$ cat src/design/bbts_pkg.sv
// ----------------------------------------------------------------------------
// bbts_pkg
// Shared types and codes for the buzzer beep/tune sequencer.
// ----------------------------------------------------------------------------
`default_nettype none

package bbts_pkg;

  // Item kind carried on s_axis_tuser.
  typedef enum logic [1:0] {
    FN_START = 2'd0,
    FN_TICK  = 2'd1,
    FN_LED   = 2'd2
  } func_e;

  // Sequence modes (mode 3 plays like endless).
  localparam logic [1:0] MODE_COUNTED = 2'd0;
  localparam logic [1:0] MODE_ENDLESS = 2'd1;
  localparam logic [1:0] MODE_FOLLOW  = 2'd2;

  // Configuration register indexes.
  typedef enum logic [1:0] {
    REG_INVERT    = 2'd0,
    REG_FREQ_MODE = 2'd1,
    REG_PWM_RANGE = 2'd2
  } cfg_reg_e;

  localparam int unsigned CFG_IDX_W  = 2;
  localparam int unsigned CFG_DATA_W = 10;
  localparam int unsigned DUTY_W     = 9;
  localparam int unsigned COUNT_W    = 16;
  localparam int unsigned HALF_W     = 17;
  localparam int unsigned OUT_W      = 16;
  localparam logic [CFG_DATA_W-1:0] PWM_RANGE_RST = 10'd1023;

  // One result beat; packed so pin_level lands in the lowest bit.
  typedef struct packed {
    logic              busy_res;
    logic [DUTY_W-1:0] pwm_duty;
    logic              pin_level;
  } bbts_res_t;

endpackage

`default_nettype wire

$ cat src/design/bbts_tune_prep.sv
// ----------------------------------------------------------------------------
// bbts_tune_prep
// Strips leading zeros of a tune and bit-reverses what remains.
// ----------------------------------------------------------------------------
`default_nettype none

module bbts_tune_prep #(
  parameter int unsigned TUNE_BITS = 32
) (
  input  wire logic [TUNE_BITS-1:0]               tune_i,
  output logic      [TUNE_BITS-1:0]               reload_o,
  output logic      [$clog2(TUNE_BITS+1)-1:0]     length_o
);

  localparam int unsigned LW = $clog2(TUNE_BITS + 1);

  logic [TUNE_BITS-1:0] rev;
  logic [LW-1:0]        lz;

  // Leading zeros of the tune are trailing zeros of its reverse.
  always_comb begin
    rev = '0;
    lz  = '0;
    for (int i = 0; i < TUNE_BITS; i++) begin
      rev[i] = tune_i[TUNE_BITS-1-i];
    end
    for (int i = TUNE_BITS - 1; i >= 0; i--) begin
      if (rev[i]) begin
        lz = LW'(i);
      end
    end
  end

  assign reload_o = (tune_i == '0) ? '0 : (rev >> lz);
  assign length_o = (tune_i == '0) ? '0 : (LW'(TUNE_BITS) - lz);

endmodule

`default_nettype wire

$ cat src/design/bbts_out_buf.sv
// ----------------------------------------------------------------------------
// bbts_out_buf
// Two-entry result buffer; ready toward the core is registered.
// ----------------------------------------------------------------------------
`default_nettype none

module bbts_out_buf
  import bbts_pkg::*;
(
  input  wire logic      clk_i,
  input  wire logic      rst_ni,
  input  wire logic      push_i,
  input  wire bbts_res_t push_data_i,
  output logic           space_o,
  output logic           valid_o,
  input  wire logic      ready_i,
  output bbts_res_t      data_o
);

  logic      head_vld_q, head_vld_d;
  logic      tail_vld_q, tail_vld_d;
  bbts_res_t head_q, head_d;
  bbts_res_t tail_q, tail_d;
  logic      pop;

  assign pop = head_vld_q && ready_i;

  always_comb begin
    head_vld_d = head_vld_q;
    tail_vld_d = tail_vld_q;
    head_d     = head_q;
    tail_d     = tail_q;
    if (pop) begin
      if (tail_vld_q) begin
        head_d     = tail_q;
        tail_vld_d = 1'b0;
        if (push_i) begin
          tail_d     = push_data_i;
          tail_vld_d = 1'b1;
        end
      end else begin
        head_vld_d = push_i;
        head_d     = push_data_i;
      end
    end else if (push_i) begin
      if (head_vld_q) begin
        tail_d     = push_data_i;
        tail_vld_d = 1'b1;
      end else begin
        head_d     = push_data_i;
        head_vld_d = 1'b1;
      end
    end
  end

  always_ff @(posedge clk_i or negedge rst_ni) begin
    if (!rst_ni) begin
      head_vld_q <= 1'b0;
      tail_vld_q <= 1'b0;
    end else begin
      head_vld_q <= head_vld_d;
      tail_vld_q <= tail_vld_d;
    end
  end

  always_ff @(posedge clk_i) begin
    head_q <= head_d;
    tail_q <= tail_d;
  end

  assign space_o = !tail_vld_q;
  assign valid_o = head_vld_q;
  assign data_o  = head_q;

endmodule

`default_nettype wire

$ cat src/design/buzzer_beep_tune_sequencer.sv
// ----------------------------------------------------------------------------
// buzzer_beep_tune_sequencer
// A result is registered in the two-entry result buffer and presented on m_axis from there.
// Throughput: one input beat per cycle; s_axis_tready is low only while both
//   entries of the two-deep result buffer are occupied.
// Reset: rst_ni clears all sequencer state and loads register defaults
//   (no inversion, plain level mode, PWM full range 1023).
// ----------------------------------------------------------------------------
`default_nettype none

module buzzer_beep_tune_sequencer
  import bbts_pkg::*;
#(
  parameter int unsigned TUNE_BITS = 32
) (
  input  wire logic                  clk_i,
  input  wire logic                  rst_ni,
  // config write port
  input  wire logic                  cfg_we_i,
  input  wire logic [CFG_IDX_W-1:0]  cfg_idx_i,
  input  wire logic [CFG_DATA_W-1:0] cfg_data_i,
  // input stream
  input  wire logic                  s_axis_tvalid,
  output logic                       s_axis_tready,
  // tdata, low bit up: beep_count[16], on_ticks[16], off_ticks[16],
  //   tune_pattern[TUNE_BITS], beep_mode[2], led_level[1], zero pad
  input  wire logic [((48+TUNE_BITS+3+7)/8)*8-1:0] s_axis_tdata,
  // tuser: func[2]
  input  wire logic [1:0]            s_axis_tuser,
  // result stream
  output logic                       m_axis_tvalid,
  input  wire logic                  m_axis_tready,
  // tdata, low bit up: pin_level[1], pwm_duty[9], busy_res[1], zero pad
  output logic [OUT_W-1:0]           m_axis_tdata
);

  localparam int unsigned LW      = $clog2(TUNE_BITS + 1);
  localparam int unsigned TUNE_LO = 3 * COUNT_W;
  localparam int unsigned MODE_LO = TUNE_LO + TUNE_BITS;
  localparam int unsigned LED_POS = MODE_LO + 2;

  // ---- input field unpack ----
  logic                 in_acc;
  func_e                in_func;
  logic [COUNT_W-1:0]   in_count, in_on, in_off;
  logic [TUNE_BITS-1:0] in_tune;
  logic [1:0]           in_mode;
  logic                 in_led;

  assign in_acc   = s_axis_tvalid && s_axis_tready;
  assign in_func  = func_e'(s_axis_tuser);
  assign in_count = s_axis_tdata[COUNT_W-1:0];
  assign in_on    = s_axis_tdata[2*COUNT_W-1:COUNT_W];
  assign in_off   = s_axis_tdata[3*COUNT_W-1:2*COUNT_W];
  assign in_tune  = s_axis_tdata[MODE_LO-1:TUNE_LO];
  assign in_mode  = s_axis_tdata[LED_POS-1:MODE_LO];
  assign in_led   = s_axis_tdata[LED_POS];

  // ---- config registers ----
  logic                  invert_q, freq_mode_q;
  logic [CFG_DATA_W-1:0] pwm_range_q;

  always_ff @(posedge clk_i or negedge rst_ni) begin
    if (!rst_ni) begin
      invert_q    <= 1'b0;
      freq_mode_q <= 1'b0;
      pwm_range_q <= PWM_RANGE_RST;
    end else if (cfg_we_i) begin
      case (cfg_reg_e'(cfg_idx_i))
        REG_INVERT:    invert_q    <= cfg_data_i[0];
        REG_FREQ_MODE: freq_mode_q <= cfg_data_i[0];
        REG_PWM_RANGE: pwm_range_q <= cfg_data_i;
        default: ;
      endcase
    end
  end

  // ---- tune preparation (combinational on the start beat) ----
  logic [TUNE_BITS-1:0] prep_reload;
  logic [LW-1:0]        prep_len;

  bbts_tune_prep #(
    .TUNE_BITS (TUNE_BITS)
  ) u_prep (
    .tune_i   (in_tune),
    .reload_o (prep_reload),
    .length_o (prep_len)
  );

  // ---- sequencer state ----
  logic                 en_q, en_d;
  logic [1:0]           mode_q, mode_d;
  logic [HALF_W-1:0]    half_q, half_d;
  logic [COUNT_W-1:0]   left_q, left_d;
  logic [COUNT_W-1:0]   on_q, on_d;
  logic [COUNT_W-1:0]   off_q, off_d;
  logic [TUNE_BITS-1:0] work_q, work_d;
  logic [TUNE_BITS-1:0] reload_q, reload_d;
  logic [LW-1:0]        len_q, len_d;
  logic [LW-1:0]        bits_q, bits_d;
  logic                 level_q, level_d;
  logic                 last_q, last_d;

  logic                 drv;       // this beat drives the pin
  logic                 drv_lvl;   // level before inversion
  logic [HALF_W-1:0]    half_dec;

  assign half_dec = half_q - ((reload_q != '0) ? HALF_W'(2) : HALF_W'(1));

  always_comb begin
    en_d     = en_q;
    mode_d   = mode_q;
    half_d   = half_q;
    left_d   = left_q;
    on_d     = on_q;
    off_d    = off_q;
    work_d   = work_q;
    reload_d = reload_q;
    len_d    = len_q;
    bits_d   = bits_q;
    level_d  = level_q;
    drv      = 1'b0;
    drv_lvl  = 1'b0;
    if (in_acc) begin
      case (in_func)
        FN_START: begin
          off_d    = in_off;
          on_d     = in_on;
          left_d   = COUNT_W'(1);
          mode_d   = in_mode;
          len_d    = prep_len;
          bits_d   = prep_len;
          reload_d = prep_reload;
          work_d   = prep_reload;
          half_d   = {in_count, 1'b0};
          en_d     = (in_count != '0);
          // a zero count stops and drives the pin low before inversion
          drv      = (in_count == '0);
          drv_lvl  = 1'b0;
        end
        FN_TICK: begin
          if (en_q && (mode_q != MODE_FOLLOW)) begin
            if (half_q == '0) begin
              en_d = 1'b0;   // count exhausted, silent
            end else begin
              // zero duration: left stays 0, level is held
              if (left_q != '0) begin
                left_d = left_q - COUNT_W'(1);
                if (left_q == COUNT_W'(1)) begin
                  if (bits_q != '0) begin
                    bits_d  = bits_q - LW'(1);
                    level_d = work_q[0];
                    work_d  = work_q >> 1;
                  end else begin
                    bits_d  = len_q;
                    work_d  = reload_q;
                    level_d = half_dec[0];
                    half_d  = (mode_q != MODE_COUNTED) ? (half_dec | HALF_W'(2)) : half_dec;
                  end
                  left_d = level_d ? on_q : off_q;
                end
              end
              drv     = 1'b1;
              drv_lvl = level_d;
            end
          end
        end
        FN_LED: begin
          if (en_q && (mode_q == MODE_FOLLOW)) begin
            level_d = in_led;
            drv     = 1'b1;
            drv_lvl = in_led;
          end
        end
        default: ;
      endcase
    end
  end

  // ---- pin drive: inversion, PWM duty, change filter in frequency mode ----
  logic      out_lvl;
  logic      push;
  bbts_res_t res;

  assign out_lvl = drv_lvl ^ invert_q;
  assign push    = drv && (!freq_mode_q || (out_lvl != last_q));
  assign last_d  = (drv && freq_mode_q) ? out_lvl : last_q;

  always_comb begin
    res.pin_level = out_lvl;
    res.pwm_duty  = (freq_mode_q && out_lvl) ? pwm_range_q[CFG_DATA_W-1:1] : '0;
    res.busy_res  = en_d;
  end

  always_ff @(posedge clk_i or negedge rst_ni) begin
    if (!rst_ni) begin
      en_q     <= 1'b0;
      mode_q   <= MODE_COUNTED;
      half_q   <= '0;
      left_q   <= '0;
      on_q     <= '0;
      off_q    <= '0;
      work_q   <= '0;
      reload_q <= '0;
      len_q    <= '0;
      bits_q   <= '0;
      level_q  <= 1'b0;
      last_q   <= 1'b0;
    end else begin
      en_q     <= en_d;
      mode_q   <= mode_d;
      half_q   <= half_d;
      left_q   <= left_d;
      on_q     <= on_d;
      off_q    <= off_d;
      work_q   <= work_d;
      reload_q <= reload_d;
      len_q    <= len_d;
      bits_q   <= bits_d;
      level_q  <= level_d;
      last_q   <= last_d;
    end
  end

  // ---- result buffer ----
  bbts_res_t out_res;

  bbts_out_buf u_obuf (
    .clk_i       (clk_i),
    .rst_ni      (rst_ni),
    .push_i      (push),
    .push_data_i (res),
    .space_o     (s_axis_tready),
    .valid_o     (m_axis_tvalid),
    .ready_i     (m_axis_tready),
    .data_o      (out_res)
  );

  assign m_axis_tdata = OUT_W'(out_res);

  // ---- assertions ----
  // disabled sequencer never holds a pending count
  a_idle_no_count: assert property (@(posedge clk_i) disable iff (!rst_ni)
    !en_q |-> (half_q == '0))
    else $error("sequencer idle with nonzero half-step count");

  // tune cursor never runs past the tune length
  a_bits_in_len: assert property (@(posedge clk_i) disable iff (!rst_ni)
    bits_q <= len_q)
    else $error("tune bits left exceeds tune length");

  // in frequency mode the remembered level tracks the last pushed result
  a_freq_last: assert property (@(posedge clk_i) disable iff (!rst_ni)
    (push && freq_mode_q) |=> (last_q == $past(res.pin_level)))
    else $error("last frequency level not updated");

endmodule

`default_nettype wire

$ cat config.mk
export PLATFORM = sky130hd
export DESIGN_NAME = buzzer_beep_tune_sequencer
export DESIGN_NICKNAME = d
export VERILOG_FILES = /design/src/design/bbts_pkg.sv /design/src/design/bbts_tune_prep.sv /design/src/design/bbts_out_buf.sv /design/src/design/buzzer_beep_tune_sequencer.sv
export SDC_FILE = /design/constraint.sdc
export NUM_CORES = 1
export LEC_CHECK = 0
export BUFFER_PORTS_ARGS = -buffer_cell sky130_fd_sc_hd__buf_2
export CORE_MARGIN = 2
export CORE_UTILIZATION = 35
export CTS_CLUSTER_SIZE = 12
export DETAILED_ROUTE_END_ITERATION = 12
export GPL_ROUTABILITY_DRIVEN = 0
export GPL_TIMING_DRIVEN = 0
export PLACE_DENSITY = 0.52
export SETUP_SLACK_MARGIN = 0.5
export SYNTH_ARGS = -nofsm -noshare
export SYNTH_HDL_FRONTEND = slang
export SYNTH_HIERARCHICAL = 1
export SYNTH_SLANG_ARGS = --single-unit
export TNS_END_PERCENT = 5
$ cat constraint.sdc
create_clock -name clk_i -period 2.7 [get_ports clk_i]
set_input_delay 0.27 -clock clk_i [delete_from_list [all_inputs] [get_ports clk_i]]
set_output_delay 0.27 -clock clk_i [all_outputs]
set_load 0.01 [all_outputs]
Word-level counts from Yosys, hierarchy flattened
Cells that the tools add are included.

storage, ports and cells
  flip-flop bits (word level) = 182
  word-level logic and storage cells = 188
  bits of input ports = 107
  output and inout port bits = 18

cells by class
  shift operators = 1
  mux-type cells = 105
  add/subtract/negate cells = 4
  reduce and logical (&&, ||, !) cells = 36
  equality and inequality tests = 18
  bitwise operators = 1

operator list
  kind                                                                  number
  32-bit 2-to-1 mux                                                     6
  5-bit 2-to-1 mux                                                      32
  11-bit 2-to-1 mux                                                     9
  17-bit 2-to-1 mux                                                     5
  16-bit 2-to-1 mux                                                     5
  32-bit case mux with 2 select lines                                   1
  6-bit 2-to-1 mux                                                      6
  17-bit case mux with 2 select lines                                   1
  32-bit logical NOT                                                    1
  16-bit case mux with 2 select lines                                   1
  16-bit nonzero test                                                   2
  32-bit nonzero test                                                   1
  32-bit by 5-bit right shift with 32-bit output                        1
  1-bit 2-to-1 mux                                                      31
  2-bit inequality test, second input constant                          9
  17-bit logical NOT                                                    1
  17-bit by 2-bit subtractor with 17-bit output                         1
  16-bit by 1-bit == test with 1-bit output, second input constant      1
  16-bit logical NOT                                                    1
  16-bit by 1-bit subtractor with 16-bit output, second input constant  1
  2-bit AND reduction                                                   7
  6-bit case mux with 2 select lines                                    1
  5-bit AND reduction                                                   2
  2-bit nonzero test                                                    5
  other kinds (19)                                                      34

Depth between registers and ports, before layout
  word-level depth = 35
  depth in mapped cells = 13

Hierarchy
Netlist, hierarchy kept.

modules (own cells, without submodules)
  module                      times used  area each (µm²)  cells an instance
  buzzer_beep_tune_sequencer  1           8562.0           854
  bbts_tune_prep              1           1970.6           285
  bbts_out_buf                1           945.9            45

Least setup slack after synthesis
Ideal clock, no wire load.

  kind = flip-flop to flip-flop
  from = register reload_q[25]
  to = register half_q[14]
  clock period less this slack = 2948 ps
  cell stages (with the launch flop) = 12
  data arrival time = 2879 ps
  setup slack = -248 ps
  path buffers = 0
  data required time = 2631 ps
  library setup time = 69 ps
  path through = dfrtp_1 -> nor4_1 -> nand4_1 -> nor2_1 -> ha_1 -> inv_1 -> fa_1 -> nor3_1 -> nand2_1 -> or3_1 -> or3_1 -> nand3_1

on the way
  longest elaborated chain between the ends = 9

ends and longest elaborated chain
  item                                           RTL line                           RTL
  from (decl)                                    buzzer_beep_tune_sequencer.sv:98   logic [TUNE_BITS-1:0] reload_q, reload_d;
  from (signal assigned)                         buzzer_beep_tune_sequencer.sv:217  reload_q <= reload_d;
  32-bit nonzero test                            buzzer_beep_tune_sequencer.sv:108  assign half_dec = half_q - ((reload_q != '0) ? HALF_W'(2) : HALF_W'(1));
  2-bit 2-to-1 mux                               buzzer_beep_tune_sequencer.sv:108
  17-bit by 2-bit subtractor with 17-bit output  buzzer_beep_tune_sequencer.sv:108
  17-bit 2-to-1 mux                              buzzer_beep_tune_sequencer.sv:150  if (bits_q != '0) begin
  17-bit 2-to-1 mux                              buzzer_beep_tune_sequencer.sv:149  if (left_q == COUNT_W'(1)) begin
  17-bit 2-to-1 mux                              buzzer_beep_tune_sequencer.sv:147  if (left_q != '0) begin
  17-bit 2-to-1 mux                              buzzer_beep_tune_sequencer.sv:143  if (half_q == '0) begin
  17-bit 2-to-1 mux                              buzzer_beep_tune_sequencer.sv:142  if (en_q && (mode_q != MODE_FOLLOW)) begin
  17-bit case mux with 2 select lines            buzzer_beep_tune_sequencer.sv:125  case (in_func)
  to (signal assigned)                           buzzer_beep_tune_sequencer.sv:212  half_q <= half_d;
  to (decl)                                      buzzer_beep_tune_sequencer.sv:93   logic [HALF_W-1:0] half_q, half_d;

No other way between the ends. The select of a mux whose other input is x is not followed.
A chain may end at the register's enable or synchronous reset.

==> results.py <==
metrics = {
    "route": {
        "wl_per_cell_um": 19.2,
        "drt-total-wl_mm": 34.5,
        "met1_length_mm": 15.9,
        "vias": 9867,
        "drt_iter0_markers": 754,
        "postRouteAntennaNets": 0,
        "route.met3.wl_mm": 1.64,
        "drt_pre_antenna_iters": 6,
        "dr_wl_met2_mm": 16.5,
        "drc": 0,
        "top_layer_used": "met4",
        "via_per_inst": 5.49,
    },
    "die": {
        "rows": 66,
        "die_y_um": 185,
        "fp.dieW_um": 185,
        "core_mm2": 0.0325,
        "start_util_pct": 35.4,
        "io_pins": 125,
        "dieArea_mm2": 0.0343,
    },
    "clocking": {
        "ctsRootBufferMaster": "clkbuf_16",
        "htreeDepth": 4,
        "clock_latency_ns": 0.45,
        "cts_tree": "done",
        "clk_pin_slew_ns": 0.07,
        "clk_path_buf_depth": 2,
        "clock-sinks": 181,
        "cts_buffers": 17,
    },
    "global_routing": {
        "grt_max_degree": 110,
        "antenna_found_initial": 1,
        "track_usage_pct": 20.5,
        "grt_pass1_wl_mm": 54.4,
        "grt_pass1_vias": 9664,
        "overflow": 0,
    },
    "layout": {
        "layout-drive-gt1-share_pct": 32.0,
        "fin_nets": 1461,
        "syn2layout_area_growth_pct": 23.5,
        "final_common_cell": "dfrtp_1",
        "final_cell_mix": "150 x dfrtp_1, 122 x buf_2, 100 x mux2_2, 98 x nor2_1, 92 x mux2i_1",
    },
    "hold_path": {
        "min_from": "s_axis_tdata[41]",
        "hold_end": "off_q[9]",
        "min_path_cells": 2,
        "min-delay-path-class": "in2reg",
    },
    "synthesis": {
        "synth_ff_type": "dfrtp_1",
        "syn_avg_cell_area_um2": 9.69,
        "ys_seq_area_share_pct": 40.5,
        "synth_edf_count": 22,
        "syn_inst": 1184,
        "async_reset_ff_share_pct": 87.8,
        "netlist-cell-type-count": 81,
        "yosysWarnings": 6,
        "syn-cell-area_mm2": 0.0115,
        "synth_seq_cells": 181,
    },
    "setup_path": {
        "end_kind": "register",
        "worstPathRequired_ns": 2.89,
        "worstSetupPathType": "reg2reg",
        "critPathArrivalTime_ns": 3.18,
        "worst-path-max-fanout": 5,
        "critPathLaunchType": "register",
        "regToRegSetupSlack_ns": -0.30,
        "reg2reg_from": "reload_q[24]",
        "reg2regPathDepth": 12,
        "reg2reg_to": "u_obuf/data_o[7]",
    },
    "sta": {
        "max_freq_mhz": 334,
        "rsz0062_at_grt": "yes",
        "setup_slack_ns": -0.295,
        "finClkSkew_ns": 0.0161,
        "setup_viol": 56,
        "slew_headroom_pct": 45.8,
        "finalHoldViolCount": 0,
        "drv_slew": 0,
        "setup_tns_ns": -8.75,
        "min_period_ns": 3.00,
        "fin_crit_sh_pct": 111,
        "worstMarginPinSlew_ns": 0.793,
        "holdWs_ns": 0.0560,
    },
    "placement": {
        "numPortBuffers": 114,
        "place_hpwl_mm": 25.0,
    },
    "power_and_ir_drop": {
        "power_leakage_nw": 6.24,
        "vdd_ir_drop_max_mv": 0.443,
        "power.density_mw_per_mm2": 445,
    },
    "status": {
        "outcome": "finished with violations",
        "violations": "setup timing",
    },
    "job": {
        "drv_cap": 0,
    },
}
[synthesized netlist by cell type, drive strengths merged, types with 22 or more instances]
cell	count	area (um^2)
inv	25	93.8
mux2	122	1420
nor3	30	166
a21oi	82	414
nand3	23	120
dfrtp	150	3750
buf	36	218
nor4	35	231
clkbuf	32	120
nor2	105	394
o21ai	86	434
nand2	93	349
edfxtp	22	661
mux2i	114	1140
[logic make-up (layout without fill, tap and decap cells)]
logic type | Yosys count | count (layout) | synth area share, %
muxes | 236 | 237 | 22.3
DFF | 181 | 181 | 40.5
adders and majority gates | 13 | 13 | 1.48
other | 1 | 6 | 0.0327
xor gates and xnor gates | 6 | 6 | 0.458
and+or+nand+nor | 369 | 369 | 15.8
buffers and inverters | 93 | 257 | 3.76
AOI/OAI and AO/OA | 285 | 286 | 15.7
[worst max-delay path, stage by stage (launching register included)]
cell	delay, ns
dfrtp_1	0.41
nor4_2	0.33
nand4_1	0.23
nor2_4	0.21
ha_4	0.16
inv_4	0.03
mux2_4	0.27
buf_12	0.13
o311ai_4	0.21
buf_6	0.16
a31oi_4	0.12
and2_4	0.22
mux2_4	0.25
[how the worst max path moves through the flow]
| stage | startpoint | end | slack, ns |
|---|---|---|---|
| 5_1_grt | reload_q[18] | u_obuf/data_o[7] | -0.38 |
| 3_5_place_dp | s_axis_tdata[76] | work_q[4] | -0.97 |
| 6_report | reload_q[24] | u_obuf/data_o[7] | -0.30 |
| 2_1_floorplan | bits_q[0] | u_obuf/data_o[1] | -0.08 |
| 3_3_place_gp | rst_ni | on_q[2] | -1.32 |
| 4_1_cts | reload_q[20] | u_obuf/data_o[7] | -0.29 |
[state kept, by name (all words and copies together) (netlist names)]
name               flops
reload_q              32
work_q                32
half_q                17
left_q                16
off_q                 16
on_q                  16
u_obuf/data_o         11
u_obuf/tail_q         11
pwm_range_q            9
bits_q                 6
len_q                  6
mode_q                 2
en_q                   1
freq_mode_q            1
invert_q               1
last_q                 1
level_q                1
u_obuf/tail_vld_q      1
u_obuf/valid_o         1
[final cells by class]
| cell class | count | area [um^2] |
|---|---|---|
| tap | 442 | 553 |
| multi-input combinational | 916 | 7110 |
| clock inverter | 14 | 145 |
| timing repair buffer | 132 | 746 |
| antenna | 1 | 2.50 |
| buffer | 68 | 442 |
| fill | 3173 | 18300 |
| sequential | 181 | 4650 |
| clock buffer | 18 | 429 |
| inverter | 25 | 98.8 |
[what timing repair did]
action                     in CTS  in global routing
resized for setup             120                 49
pin swaps                      25                 13
setup endpoints to repair     168                168
hold endpoints to repair       41                  0
cloned                          2                  0
setup buffers                  12                  4
hold buffers                    1                  0
[power by group]
part | total [mW] | internal [mW] | switching, mW
combinational | 0.995 | 0.426 | 0.569
sequential | 2.84 | 2.82 | 0.0228
clock | 2.48 | 1.30 | 1.18
total | 6.31 | 4.54 | 1.77
[metrics by stage]
step / setup slack [ns] / std cells / instance area, um^2 / util [%] / total power [mW]
floorplan: -0.0769 / 1188 / 11500 / - / 3.39
global placement: -1.32 / 1744 / 12700 / 39.0 / 3.72
CTS: -0.286 / 1792 / 13900 / 43.0 / 6.32
detailed placement: -0.970 / 1745 / 12700 / 39.1 / 3.73
finish: -0.295 / 1797 / 14200 / 43.7 / 6.31
global route: -0.384 / 1797 / 14200 / 43.7 / 6.57
[per-layer routing]
layer	track usage (%)	vias up
met3	3.44	34
met2	33.5	250
li1	-	4721
met1	27.9	4862
met5	0	-
met4	5.78	0
No activity file was read; power rests on OpenSTA's default activity.
